<file path="src/rtl/lpcm_pkg.sv">
`timescale 1ns / 1ps
`default_nettype none
// ----------------------------------------------------------------------------
// lpcm_pkg
// shared types of the linear sample to pcm byte converter
// ----------------------------------------------------------------------------
package lpcm_pkg;

    // one coded sample: first byte in word[15:8], second byte in word[7:0]
    typedef struct packed {
        logic [15:0] word;
        logic        two;
    } entry_t;

endpackage
`default_nettype wire

</file>
<file path="src/rtl/lpcm_if.sv">
`timescale 1ns / 1ps
`default_nettype none
// ----------------------------------------------------------------------------
// lpcm_in_if / lpcm_out_if
// valid/ready channels for linear samples and coded pcm bytes
// ----------------------------------------------------------------------------
interface lpcm_in_if;
    logic               valid;
    logic               ready;
    logic signed [31:0] sample;

    modport source (output valid, output sample, input ready);
    modport sink   (input valid, input sample, output ready);
endinterface

interface lpcm_out_if;
    logic       valid;
    logic       ready;
    logic [7:0] out_byte;
    logic       last_byte;

    modport source (output valid, output out_byte, output last_byte, input ready);
    modport sink   (input valid, input out_byte, input last_byte, output ready);
endinterface
`default_nettype wire

</file>
<file path="src/rtl/lpcm_front.sv">
`timescale 1ns / 1ps
`default_nettype none
// ----------------------------------------------------------------------------
// lpcm_front
// format register, sample accept and coding into a one or two byte entry
// ----------------------------------------------------------------------------
module lpcm_front
    import lpcm_pkg::*;
(
    input  wire logic       clk,
    input  wire logic       rst_n,
    input  wire logic       cfg_wr_en,
    input  wire logic [3:0] cfg_wr_data,
    lpcm_in_if.sink         in_ch,
    output entry_t          push_entry,
    output logic            push_valid,
    input  wire logic       push_ready
);

    typedef enum logic [3:0] {
        FMT_AU1  = 4'd0,
        FMT_S8   = 4'd1,
        FMT_U8   = 4'd2,
        FMT_S16B = 4'd3,
        FMT_U16B = 4'd4,
        FMT_S16L = 4'd5,
        FMT_U16L = 4'd6,
        FMT_ULAW = 4'd7,
        FMT_AU2  = 4'd8,
        FMT_AU3  = 4'd9,
        FMT_ALAW = 4'd10
    } fmt_t;

    logic [3:0] fmt_reg;

    // g.711 mu-law: bias 0x84, clip 32635, inverted code
    function automatic logic [7:0] mulaw_code(input logic [15:0] x);
        logic       sign;
        logic [15:0] mag;
        logic [2:0] ex;
        logic [3:0] mant;
        sign = x[15];
        mag  = sign ? 16'(~x + 16'd1) : x;
        if (mag > 16'd32635)
            mag = 16'd32635;
        mag = mag + 16'h0084;
        ex  = 3'd0;
        for (int i = 1; i < 8; i++)
            if (mag[i + 7])
                ex = 3'(i);
        mant = 4'(mag >> ({1'b0, ex} + 4'd3));
        return ~{sign, ex, mant};
    endfunction

    // g.711 a-law on the 13-bit floor of x / 8
    function automatic logic [7:0] alaw_code(input logic [15:0] x);
        logic [12:0] v;
        logic [11:0] mag;
        logic [7:0]  mask;
        logic [2:0]  seg;
        logic [3:0]  low;
        v    = x[15:3];
        mag  = v[12] ? ~v[11:0] : v[11:0];
        mask = v[12] ? 8'h55 : 8'hd5;
        seg  = 3'd0;
        for (int i = 1; i < 8; i++)
            if (mag[i + 4])
                seg = 3'(i);
        if (seg < 3'd2)
            low = mag[4:1];
        else
            low = 4'(mag >> seg);
        return {1'b0, seg, low} ^ mask;
    endfunction

    logic signed [31:0] s;
    logic [15:0]        g711_x;
    logic [15:0]        s16_word;
    logic [15:0]        u16_word;
    logic [7:0]         au3_byte;
    logic               known_fmt;

    assign s = in_ch.sample;

    // sample * 8 capped at 32767, low 16 bits kept
    assign g711_x   = (s > 32'sd4095) ? 16'h7fff : {s[12:0], 3'b000};
    assign s16_word = (s > 32'sd32767) ? 16'h7fff : s[15:0];
    assign u16_word = (s > 32'sd65535) ? 16'hffff : s[15:0];
    assign au3_byte = s[31] ? ((8'd127 - s[7:0]) ^ 8'hd5) : ((s[7:0] + 8'd128) ^ 8'h55);

    always_comb
    begin
        push_entry = '{word: 16'h0000, two: 1'b0};
        known_fmt  = 1'b1;
        unique case (fmt_reg)
            FMT_AU1, FMT_AU2:
                push_entry.word[15:8] = s[7:0];
            FMT_S8:
                push_entry.word[15:8] = (s > 32'sd127) ? 8'd127 : s[7:0];
            FMT_U8:
                push_entry.word[15:8] = (s > 32'sd255) ? 8'd255 : s[7:0];
            FMT_ULAW:
                push_entry.word[15:8] = mulaw_code(g711_x);
            FMT_ALAW:
                push_entry.word[15:8] = alaw_code(g711_x);
            FMT_AU3:
                push_entry.word[15:8] = au3_byte;
            FMT_S16B:
                push_entry = '{word: s16_word, two: 1'b1};
            FMT_U16B:
                push_entry = '{word: u16_word, two: 1'b1};
            FMT_S16L:
                push_entry = '{word: {s16_word[7:0], s16_word[15:8]}, two: 1'b1};
            FMT_U16L:
                push_entry = '{word: {u16_word[7:0], u16_word[15:8]}, two: 1'b1};
            default:
                known_fmt = 1'b0;
        endcase
    end

    // unknown formats are accepted and dropped
    assign in_ch.ready = push_ready;
    assign push_valid  = in_ch.valid && known_fmt;

    always_ff @(posedge clk or negedge rst_n)
    begin
        if (!rst_n)
            fmt_reg <= FMT_S16B;
        else if (cfg_wr_en)
            fmt_reg <= cfg_wr_data;
    end

endmodule
`default_nettype wire

</file>
<file path="src/rtl/lpcm_fifo.sv">
`timescale 1ns / 1ps
`default_nettype none
// ----------------------------------------------------------------------------
// lpcm_fifo
// short queue of coded entries between front and back
// ----------------------------------------------------------------------------
module lpcm_fifo
    import lpcm_pkg::*;
#(
    parameter int DEPTH = 2
)
(
    input  wire logic   clk,
    input  wire logic   rst_n,
    input  wire entry_t push_entry,
    input  wire logic   push_valid,
    output logic        push_ready,
    output entry_t      pop_entry,
    output logic        pop_valid,
    input  wire logic   pop_ready
);

    localparam int PTR_W = (DEPTH > 1) ? $clog2(DEPTH) : 1;
    localparam int CNT_W = $clog2(DEPTH + 1);

    entry_t           mem [DEPTH];
    logic [PTR_W-1:0] wr_ptr_reg, wr_ptr_next;
    logic [PTR_W-1:0] rd_ptr_reg, rd_ptr_next;
    logic [CNT_W-1:0] count_reg, count_next;
    logic             do_push, do_pop;

    assign push_ready = (count_reg != CNT_W'(DEPTH));
    assign pop_valid  = (count_reg != '0);
    assign pop_entry  = mem[rd_ptr_reg];
    assign do_push    = push_valid && push_ready;
    assign do_pop     = pop_valid && pop_ready;

    always_comb
    begin
        wr_ptr_next = wr_ptr_reg;
        rd_ptr_next = rd_ptr_reg;
        count_next  = count_reg;
        if (do_push)
            wr_ptr_next = (wr_ptr_reg == PTR_W'(DEPTH - 1)) ? '0 : wr_ptr_reg + 1'b1;
        if (do_pop)
            rd_ptr_next = (rd_ptr_reg == PTR_W'(DEPTH - 1)) ? '0 : rd_ptr_reg + 1'b1;
        if (do_push && !do_pop)
            count_next = count_reg + 1'b1;
        else if (do_pop && !do_push)
            count_next = count_reg - 1'b1;
    end

    always_ff @(posedge clk or negedge rst_n)
    begin
        if (!rst_n)
        begin
            wr_ptr_reg <= '0;
            rd_ptr_reg <= '0;
            count_reg  <= '0;
        end
        else
        begin
            wr_ptr_reg <= wr_ptr_next;
            rd_ptr_reg <= rd_ptr_next;
            count_reg  <= count_next;
        end
    end

    always_ff @(posedge clk)
    begin
        if (do_push)
            mem[wr_ptr_reg] <= push_entry;
    end

endmodule
`default_nettype wire

</file>
<file path="src/rtl/lpcm_back.sv">
`timescale 1ns / 1ps
`default_nettype none
// ----------------------------------------------------------------------------
// lpcm_back
// serializes queued entries into bytes through the output register
// ----------------------------------------------------------------------------
module lpcm_back
    import lpcm_pkg::*;
(
    input  wire logic   clk,
    input  wire logic   rst_n,
    input  wire entry_t pop_entry,
    input  wire logic   pop_valid,
    output logic        pop_ready,
    lpcm_out_if.source  out_ch
);

    logic       valid_reg, valid_next;
    logic       phase_reg, phase_next;
    logic [7:0] byte_reg, byte_next;
    logic       last_reg, last_next;
    logic       load;

    // output register free or being drained this cycle
    assign load      = !valid_reg || out_ch.ready;
    assign pop_ready = load && (!pop_entry.two || phase_reg);

    always_comb
    begin
        valid_next = valid_reg;
        phase_next = phase_reg;
        byte_next  = byte_reg;
        last_next  = last_reg;
        if (load)
        begin
            valid_next = pop_valid;
            if (pop_valid)
            begin
                byte_next  = phase_reg ? pop_entry.word[7:0] : pop_entry.word[15:8];
                last_next  = !pop_entry.two || phase_reg;
                phase_next = pop_entry.two && !phase_reg;
            end
        end
    end

    always_ff @(posedge clk or negedge rst_n)
    begin
        if (!rst_n)
        begin
            valid_reg <= 1'b0;
            phase_reg <= 1'b0;
        end
        else
        begin
            valid_reg <= valid_next;
            phase_reg <= phase_next;
        end
    end

    always_ff @(posedge clk)
    begin
        byte_reg <= byte_next;
        last_reg <= last_next;
    end

    assign out_ch.valid     = valid_reg;
    assign out_ch.out_byte  = byte_reg;
    assign out_ch.last_byte = last_reg;

endmodule
`default_nettype wire

</file>
<file path="src/rtl/linear_sample_to_pcm_bytes_top.sv">
`timescale 1ns / 1ps
`default_nettype none
// ----------------------------------------------------------------------------
// linear_sample_to_pcm_bytes_top
// converts signed linear samples into pcm byte streams of a selected format
// ----------------------------------------------------------------------------
// Each request on sample_ch carries one signed 32-bit sample; the block answers
// with one byte (8-bit, au1/au2/au3, mu-law, a-law) or two bytes (16-bit formats,
// big or little endian) on byte_ch, last_byte marking the final byte of a sample.
// Format codes 11 to 15 accept the sample and produce nothing. The format comes
// from cfg_wr_data, taken on a clock edge with cfg_wr_en high (reset value 3,
// s16 big endian); change it only while no sample is in flight. The front codes
// a sample in the cycle it is accepted and writes it into a QUEUE_DEPTH entry
// queue; the back drains the queue one byte per cycle into the output register
// while byte_ch is ready. Throughput is set by that single byte-wide output
// register: with byte_ch ready, one sample per cycle for one-byte formats; a
// 16-bit sample sends its two bytes through it one after the other. The first
// byte passes through the queue and then the output register onto byte_ch.
// ----------------------------------------------------------------------------
module linear_sample_to_pcm_bytes_top
    import lpcm_pkg::*;
#(
    parameter int QUEUE_DEPTH = 2
)
(
    input  wire logic       clk,
    input  wire logic       rst_n,
    input  wire logic       cfg_wr_en,
    input  wire logic [3:0] cfg_wr_data,
    lpcm_in_if.sink         sample_ch,
    lpcm_out_if.source      byte_ch
);

    // coded entry between front and queue
    entry_t push_entry;
    logic   push_valid;
    logic   push_ready;

    // head entry between queue and back
    entry_t pop_entry;
    logic   pop_valid;
    logic   pop_ready;

    // format register, accept and coding
    lpcm_front u_front (
        .clk         (clk),
        .rst_n       (rst_n),
        .cfg_wr_en   (cfg_wr_en),
        .cfg_wr_data (cfg_wr_data),
        .in_ch       (sample_ch),
        .push_entry  (push_entry),
        .push_valid  (push_valid),
        .push_ready  (push_ready)
    );

    // decouples coding from byte output
    lpcm_fifo #(
        .DEPTH (QUEUE_DEPTH)
    ) u_fifo (
        .clk        (clk),
        .rst_n      (rst_n),
        .push_entry (push_entry),
        .push_valid (push_valid),
        .push_ready (push_ready),
        .pop_entry  (pop_entry),
        .pop_valid  (pop_valid),
        .pop_ready  (pop_ready)
    );

    // byte serializer with registered output
    lpcm_back u_back (
        .clk       (clk),
        .rst_n     (rst_n),
        .pop_entry (pop_entry),
        .pop_valid (pop_valid),
        .pop_ready (pop_ready),
        .out_ch    (byte_ch)
    );

endmodule
`default_nettype wire
</file>
<file path="src/flat_wrapper.sv">
// flat-port wrapper written by rule: the top's interface ports become plain ports
module linear_sample_to_pcm_bytes_top_flat import lpcm_pkg::*;
#(
    parameter int QUEUE_DEPTH = 2
)
  (clk, rst_n, cfg_wr_en, cfg_wr_data, sample_ch_valid, sample_ch_sample, sample_ch_ready, byte_ch_valid, byte_ch_out_byte, byte_ch_last_byte, byte_ch_ready);
  lpcm_in_if sample_ch_i ();
  lpcm_out_if byte_ch_i ();
  input  wire logic clk;
  input  wire logic rst_n;
  input  wire logic cfg_wr_en;
  input  wire logic [3:0] cfg_wr_data;
  input wire logic [$bits(sample_ch_i.valid)-1:0] sample_ch_valid;
  input wire logic [$bits(sample_ch_i.sample)-1:0] sample_ch_sample;
  output wire logic [$bits(sample_ch_i.ready)-1:0] sample_ch_ready;
  output wire logic [$bits(byte_ch_i.valid)-1:0] byte_ch_valid;
  output wire logic [$bits(byte_ch_i.out_byte)-1:0] byte_ch_out_byte;
  output wire logic [$bits(byte_ch_i.last_byte)-1:0] byte_ch_last_byte;
  input wire logic [$bits(byte_ch_i.ready)-1:0] byte_ch_ready;
  assign sample_ch_i.valid = sample_ch_valid;
  assign sample_ch_i.sample = sample_ch_sample;
  assign sample_ch_ready = sample_ch_i.ready;
  assign byte_ch_valid = byte_ch_i.valid;
  assign byte_ch_out_byte = byte_ch_i.out_byte;
  assign byte_ch_last_byte = byte_ch_i.last_byte;
  assign byte_ch_i.ready = byte_ch_ready;
  linear_sample_to_pcm_bytes_top #(.QUEUE_DEPTH(QUEUE_DEPTH)) u_core (.clk(clk), .rst_n(rst_n), .cfg_wr_en(cfg_wr_en), .cfg_wr_data(cfg_wr_data), .sample_ch(sample_ch_i), .byte_ch(byte_ch_i));
endmodule
</file>
<file path="config.mk">
export PLATFORM = sky130hd
export DESIGN_NAME = linear_sample_to_pcm_bytes_top_flat
export DESIGN_NICKNAME = d
export VERILOG_FILES = /design/src/rtl/lpcm_pkg.sv /design/src/rtl/lpcm_if.sv /design/src/rtl/lpcm_front.sv /design/src/rtl/lpcm_fifo.sv /design/src/rtl/lpcm_back.sv /design/src/rtl/linear_sample_to_pcm_bytes_top.sv /design/src/flat_wrapper.sv
export SDC_FILE = /design/constraint.sdc
export NUM_CORES = 1
export LEC_CHECK = 0
export ABC_AREA = 0
export BUFFER_PORTS_ARGS = -buffer_cell sky130_fd_sc_hd__buf_2
export CORE_UTILIZATION = 45
export CTS_CLUSTER_DIAMETER = 50
export DETAILED_ROUTE_END_ITERATION = 16
export PLACE_DENSITY_LB_ADDON = 0.15
export SYNTH_ARGS = -nofsm -noshare
export SYNTH_HDL_FRONTEND = slang
export SYNTH_SLANG_ARGS = --single-unit
</file>
<file path="constraint.sdc">
create_clock -name clk -period 3.3 [get_ports clk]
set_input_delay 0.165 -clock clk [delete_from_list [all_inputs] [get_ports clk]]
set_output_delay 0.165 -clock clk [all_outputs]
set_load 0.02 [all_outputs]
</file>
## Word-level counts from Yosys, hierarchy flattened

Memories as Yosys holds them, arrays and structs flattened.
Index checks and enable logic that the tools add are counted.
W data, S select, Z words.

- Logic and storage cells: 103
- Input bits: 41
- Output and inout port bits: 11
- Register bits after elaboration: 19
- Latch bits: 0
- RAM bits: 34
- Memories kept: 1
- ROM bits: 0

Memory list:

| name | words | width | rd ports | clocked after memory_dff | write ports | RTL line | source |
|---|---|---|---|---|---|---|---|
| u_core.u_fifo.mem | 2 | 17 | 1 | 0 | 1 | lpcm_fifo.sv:26 | `entry_t mem [DEPTH];` |

- $lt $le $gt $ge: 7
- Add/sub/neg operators: 9
- Multipliers: 0
- Shift-type cells: 2
- Equality and inequality tests: 11
- Divide/modulo/power cells: 0
- Muxes and demuxes: 39
- Bitwise operators: 6
- Reductions and logical operators: 20

Operators by type and width:

| kind | number |
|---|---|
| $mux W16 | 6 |
| $pmux W8 S10 | 1 |
| $mux W3 | 14 |
| $mux W8 | 5 |
| $pmux W9 S4 | 1 |
| $gt A32 B13 Y1 const B | 1 |
| $gt A32 B16 Y1 const B | 1 |
| $gt A32 B17 Y1 const B | 1 |
| $gt A32 B8 Y1 const B | 1 |
| $gt A32 B9 Y1 const B | 1 |
| $add A16 B1 Y16 const B | 1 |
| $add A16 B8 Y16 const B | 1 |
| $eq A4 B3 Y1 const B | 4 |
| $gt A16 B15 Y1 const B | 1 |
| $not A16 Y16 | 1 |
| $shr A16 B4 Y4 | 1 |
| $eq A4 B4 Y1 const B | 3 |
| $mux W12 | 1 |
| $not A12 Y12 | 1 |
| $shr A12 B3 Y4 | 1 |
| $reduce_or A11 Y1 | 1 |
| $add A8 B8 Y8 const B | 1 |
| $eq A4 B2 Y1 const B | 2 |
| $mux W4 | 2 |
| other kinds (21) | 41 |

## Longest topological paths before layout

- Depth in word-level cells: 21
- Depth in mapped cells: 24

## Cells and area by module

Synthesis repeated with hierarchy kept, for this count alone.

- Cells, all modules: 554
- Area total of the unflattened synthesis: 4817.1 µm²

Modules (own cells, without submodules):

| module | instances | area each (µm²) | sequential area each (µm²) | cells each |
|---|---|---|---|---|
| lpcm_front | 1 | 2866.5 | 102.6 | 456 |
| lpcm_fifo | 1 | 1473.9 | 1121.1 | 71 |
| lpcm_back | 1 | 476.7 | 320.3 | 27 |

## Worst setup path after synthesis

No wires, ideal clock.

- Path type: input port to flip-flop
- Start point: in sample_ch_sample[29]
- End point: mem u_core.u_fifo.mem[0][11] (netlist name), data pin
- Stages: 19
- Setup time: 265 ps
- Slack: -1643 ps
- Arrival: 4677 ps
- Data required time: 3035 ps
- Buffers on the path: 2
- Cells stage by stage: nor4_1 -> and4_1 -> a21oi_1 -> clkbuf_1 -> nor2_1 -> ha_1 -> or3b_1 -> o311ai_1 -> nand4_2 -> nor4_1 -> or2_2 -> o2bb2ai_1 -> nand2_1 -> xor2_1 -> o211a_1 -> buf_2 -> mux2_2 -> mux2_4 -> a311o_1

RTL lines:

| item | RTL line | source |
|---|---|---|
| start, declared | flat_wrapper.sv:14 | `input wire logic [$bits(sample_ch_i.sample)-1:0] sample_ch_sample;` |
| end, declared | lpcm_fifo.sv:26 |  |

==> flow_summary.yaml <==
outcome:
  status: "finished with violations"
  failed_checks: "negative setup slack"
floorplanning:
  rows: 37
  num_io_pins: 52
  die-area_mm2: 0.0109
  core_mm2: 0.0102
  initial_utilization_pct: 46.1
  chipWidth_um: 104
  die_h_um: 104
power:
  swShare_pct: 36.7
  comb_power_share_pct: 47.8
  clock_power_share_pct: 11.9
  power_uw: 2740
  p_int_uw: 1740
  leakagePower_uw: 0.00260
  ir_drop_mv: 0.352
  pwr-share-seq_pct: 40.3
  switchingPower_uw: 1010
  power_density_mw_per_mm2: 417
logic_synthesis:
  synth_top_area_share_pct: 27.4
  ys_ff_latch: 53
  synth_fp_nets: 596
  syn_area_per_cell_um2: 8.55
  synthArstFlopShare_pct: 18.9
  synth_ff_type: "edfxtp_1"
  seq_area_frac_synth_pct: 32.7
  synthCells: 552
  yosys-top-cells-count: "o21ai_0, nand2_1, edfxtp_1"
  ys_warn_count: 0
  synth_edf_count: 43
  synth.largest_area_cell: "edfxtp_1"
  yosysUniqueCellTypes: 75
  synth_area_leaders: "edfxtp_1, o21ai_0, dfrtp_1, nand2_1, a21oi_1"
  yosys.cell_count.top_type: "o21ai_0"
  syn-cell-area_mm2: 0.00472
job:
  cap_violations: 0
placed_design:
  hpwlAfterDp_um: 12100
  place_ws_ns: -1.25
  port_buffers: 51
  dp.cells: 827
  place.gp.congestion: 0.983
global_route:
  grt_overflow: 0
  grt_pass1_wl_um: 25100
  antenna_found_initial: 0
  track_usage_pct: 29.0
  grt_pass1_vias: 4890
  grt_max_degree: 30
timing:
  hold_viol_final: 0
  final-max-slew-violation-count: 0
  tns_ns: -8.40
  relSlewSlack_pct: 37.2
  tightest_slew_ns: 0.940
  setup_viol: 14
  final.min_clock_period_ns: 4.09
  layout_setup_ws_ns: -0.791
  worst_clock_skew_ns: 0.00695
  post-route-period-util_pct: 124
  rsz0062_at_grt: "yes"
  maxClockFrequency_mhz: 244
route:
  first_iter_violations: 379
  wl_um: 15500
  vias: 5039
  drc: 0
  wl_per_cell_um: 18.1
  drt_first_pass_iters: 6
  viasPerCell: 5.89
  ant_nets: 0
finish:
  area_growth_pct: 39.4
  fin_nets: 763
  num_antenna_cells: 0
  fillCellCount: 868
  layout-drive-gt1-share_pct: 39.3
  final_util_pct: 64.3
  largest_register_ffs: 34
  finalNonFillerCells: 856
hold_path:
  hold_end: "u_core.u_back.out_ch.valid"
  min_from: "byte_ch_ready"
  hold_path_depth: 2
  hold_path_class: "input port to register"
worst_setup_path:
  r2r_slack_ns: 0.47
  critPathKind: "input port to register"
  critPathCaptureType: "register"
  reg2reg_from: "u_core.u_front.fmt_reg[1]"
  startpoint: "sample_ch_sample[25]"
  r2r_cells: 8
  timing.rr.end: "u_core.u_fifo.mem[1][10]"
  crit_path_start_kind: "input port"
  critical_path_required_ns: 3.34
  cp_data_arrival_time_ns: 4.13
  cp_max_fo: 4
clock_tree:
  ctsHtreeMaxLevel: 2
  cts_tree: "built"
  clk_path_buf_depth: 2
  cts_buffers: 5
  clk_pin_slew_ns: 0.08
  cts_num_sinks: 53
  clock_latency_ns: 0.30
  cts_root_buf: "clkbuf_8"
==> layer usage <==
layer	GRT usage (%)	vias up	wire length [µm]
li1	-	2449	-
met1	36.4	2353	6430
met2	50.0	193	7550
met3	3.63	44	889
met4	12.4	0	612
met5	0	-	0
==> power groups by stage <==
stage,logic [µW],clock network (µW),registers (µW)
3_5_place_dp,1210,0,1130
4_1_cts,1250,342,1110
5_1_grt,1420,363,1130
2_1_floorplan,766,0,1120
3_3_place_gp,1180,0,1110
6_report,1310,327,1110
==> stage by stage <==
| stage | cell area (µm²) | hold WS [ns] |
|---|---|---|
| 2_1_floorplan | 4880 | -0.131 |
| 3_3_place_gp | 6090 | 0.0272 |
| 3_5_place_dp | 6090 | 0.0367 |
| 4_1_cts | 6380 | 0.0585 |
| 5_1_grt | 6580 | 0.0752 |
| 6_report | 6580 | 0.0681 |
==> area by class of cell <==
type / count / area [µm²] / share of cell area, %
sequential: 53 / 1540 / 23.5
clock inverter: 3 / 12.5 / 0.190
tap: 136 / 170 / 2.59
timing repair buffer: 200 / 1450 / 22.0
multi-input combinational: 441 / 3270 / 49.7
inverter: 18 / 67.6 / 1.03
clock buffer: 5 / 68.8 / 1.05
==> cell families (layout without fill, tap and decap cells) <==
kind of cell             after synthesis  in the layout  synth area share, %
adder cells (fa/ha/maj)                3              3                0.795
buffers and inverters                 58            226                 5.06
multiplexers                          34             34                 9.67
AO/OA/AOI/OAI                        197            197                 28.4
AND/OR/NAND/NOR                      186            186                 19.6
other                                  1              1               0.0794
flip-flops                            53             53                 32.7
XOR/XNOR                              20             20                 3.71
==> worst max-delay path, cell delays in order <==
cell and delay (ns):
buf_2 0.11, nor4_4 0.27, and4_4 0.28, a21oi_4 0.08, nor2_2 0.10, ha_2 0.19, or3b_4 0.43, o311ai_4 0.28
nand4_4 0.16, buf_4 0.17, o21ai_1 0.16, buf_4 0.17, o21ai_2 0.10, a221oi_2 0.24, nor2_1 0.08, o211a_1 0.28
mux2_4 0.31, mux2_4 0.26, a311o_1 0.29
==> cells in the final DEF (no fill, tap or decap), drive strengths merged, types with 3 or more instances in the layout <==
| cell | n |
|---|---|
| mux4 | 8 |
| o2111ai | 6 |
| o211ai | 7 |
| nor3 | 17 |
| nand3 | 19 |
| dfrtp | 8 |
| inv | 14 |
| o31ai | 5 |
| xnor2 | 14 |
| o21ai | 61 |
| a31oi | 11 |
| mux2i | 16 |
| a22oi | 10 |
| or4 | 3 |
| nor2b | 6 |
| or2 | 4 |
| a21o | 4 |
| edfxtp | 43 |
| buf | 199 |
| ha | 3 |
| or3 | 7 |
| nand2b | 7 |
| xor2 | 6 |
| and2 | 4 |
| o311ai | 5 |
| clkbuf | 5 |
| a21oi | 39 |
| nand4 | 5 |
| o21a | 9 |
| nor2 | 42 |
| o22ai | 6 |
| clkinv | 7 |
| nand2 | 50 |
| mux2 | 10 |
| nor4 | 13 |
| a211oi | 11 |
==> how the worst max path moves through the flow <==
stage / slack [ns] / endpoint
global route: -0.97 / u_core.u_fifo.mem[1][11]
floorplan: -1.15 / u_core.u_fifo.mem[0][11]
global placement: -1.07 / u_core.u_fifo.mem[0][11]
detailed placement: -1.25 / u_core.u_fifo.mem[1][11]
CTS: -0.77 / u_core.u_fifo.mem[0][11]
finish: -0.79 / u_core.u_fifo.mem[1][11]
==> repair_timing <==
action                                 CTS  global route
pin swaps                               12             7
resized for setup                       25            23
setup endpoints to repair               14            14
endpoints found under the hold margin   10             0
hold buffers                             1             0
setup buffers                            9            11
Note: power is estimated with default switching activity, not from simulation.
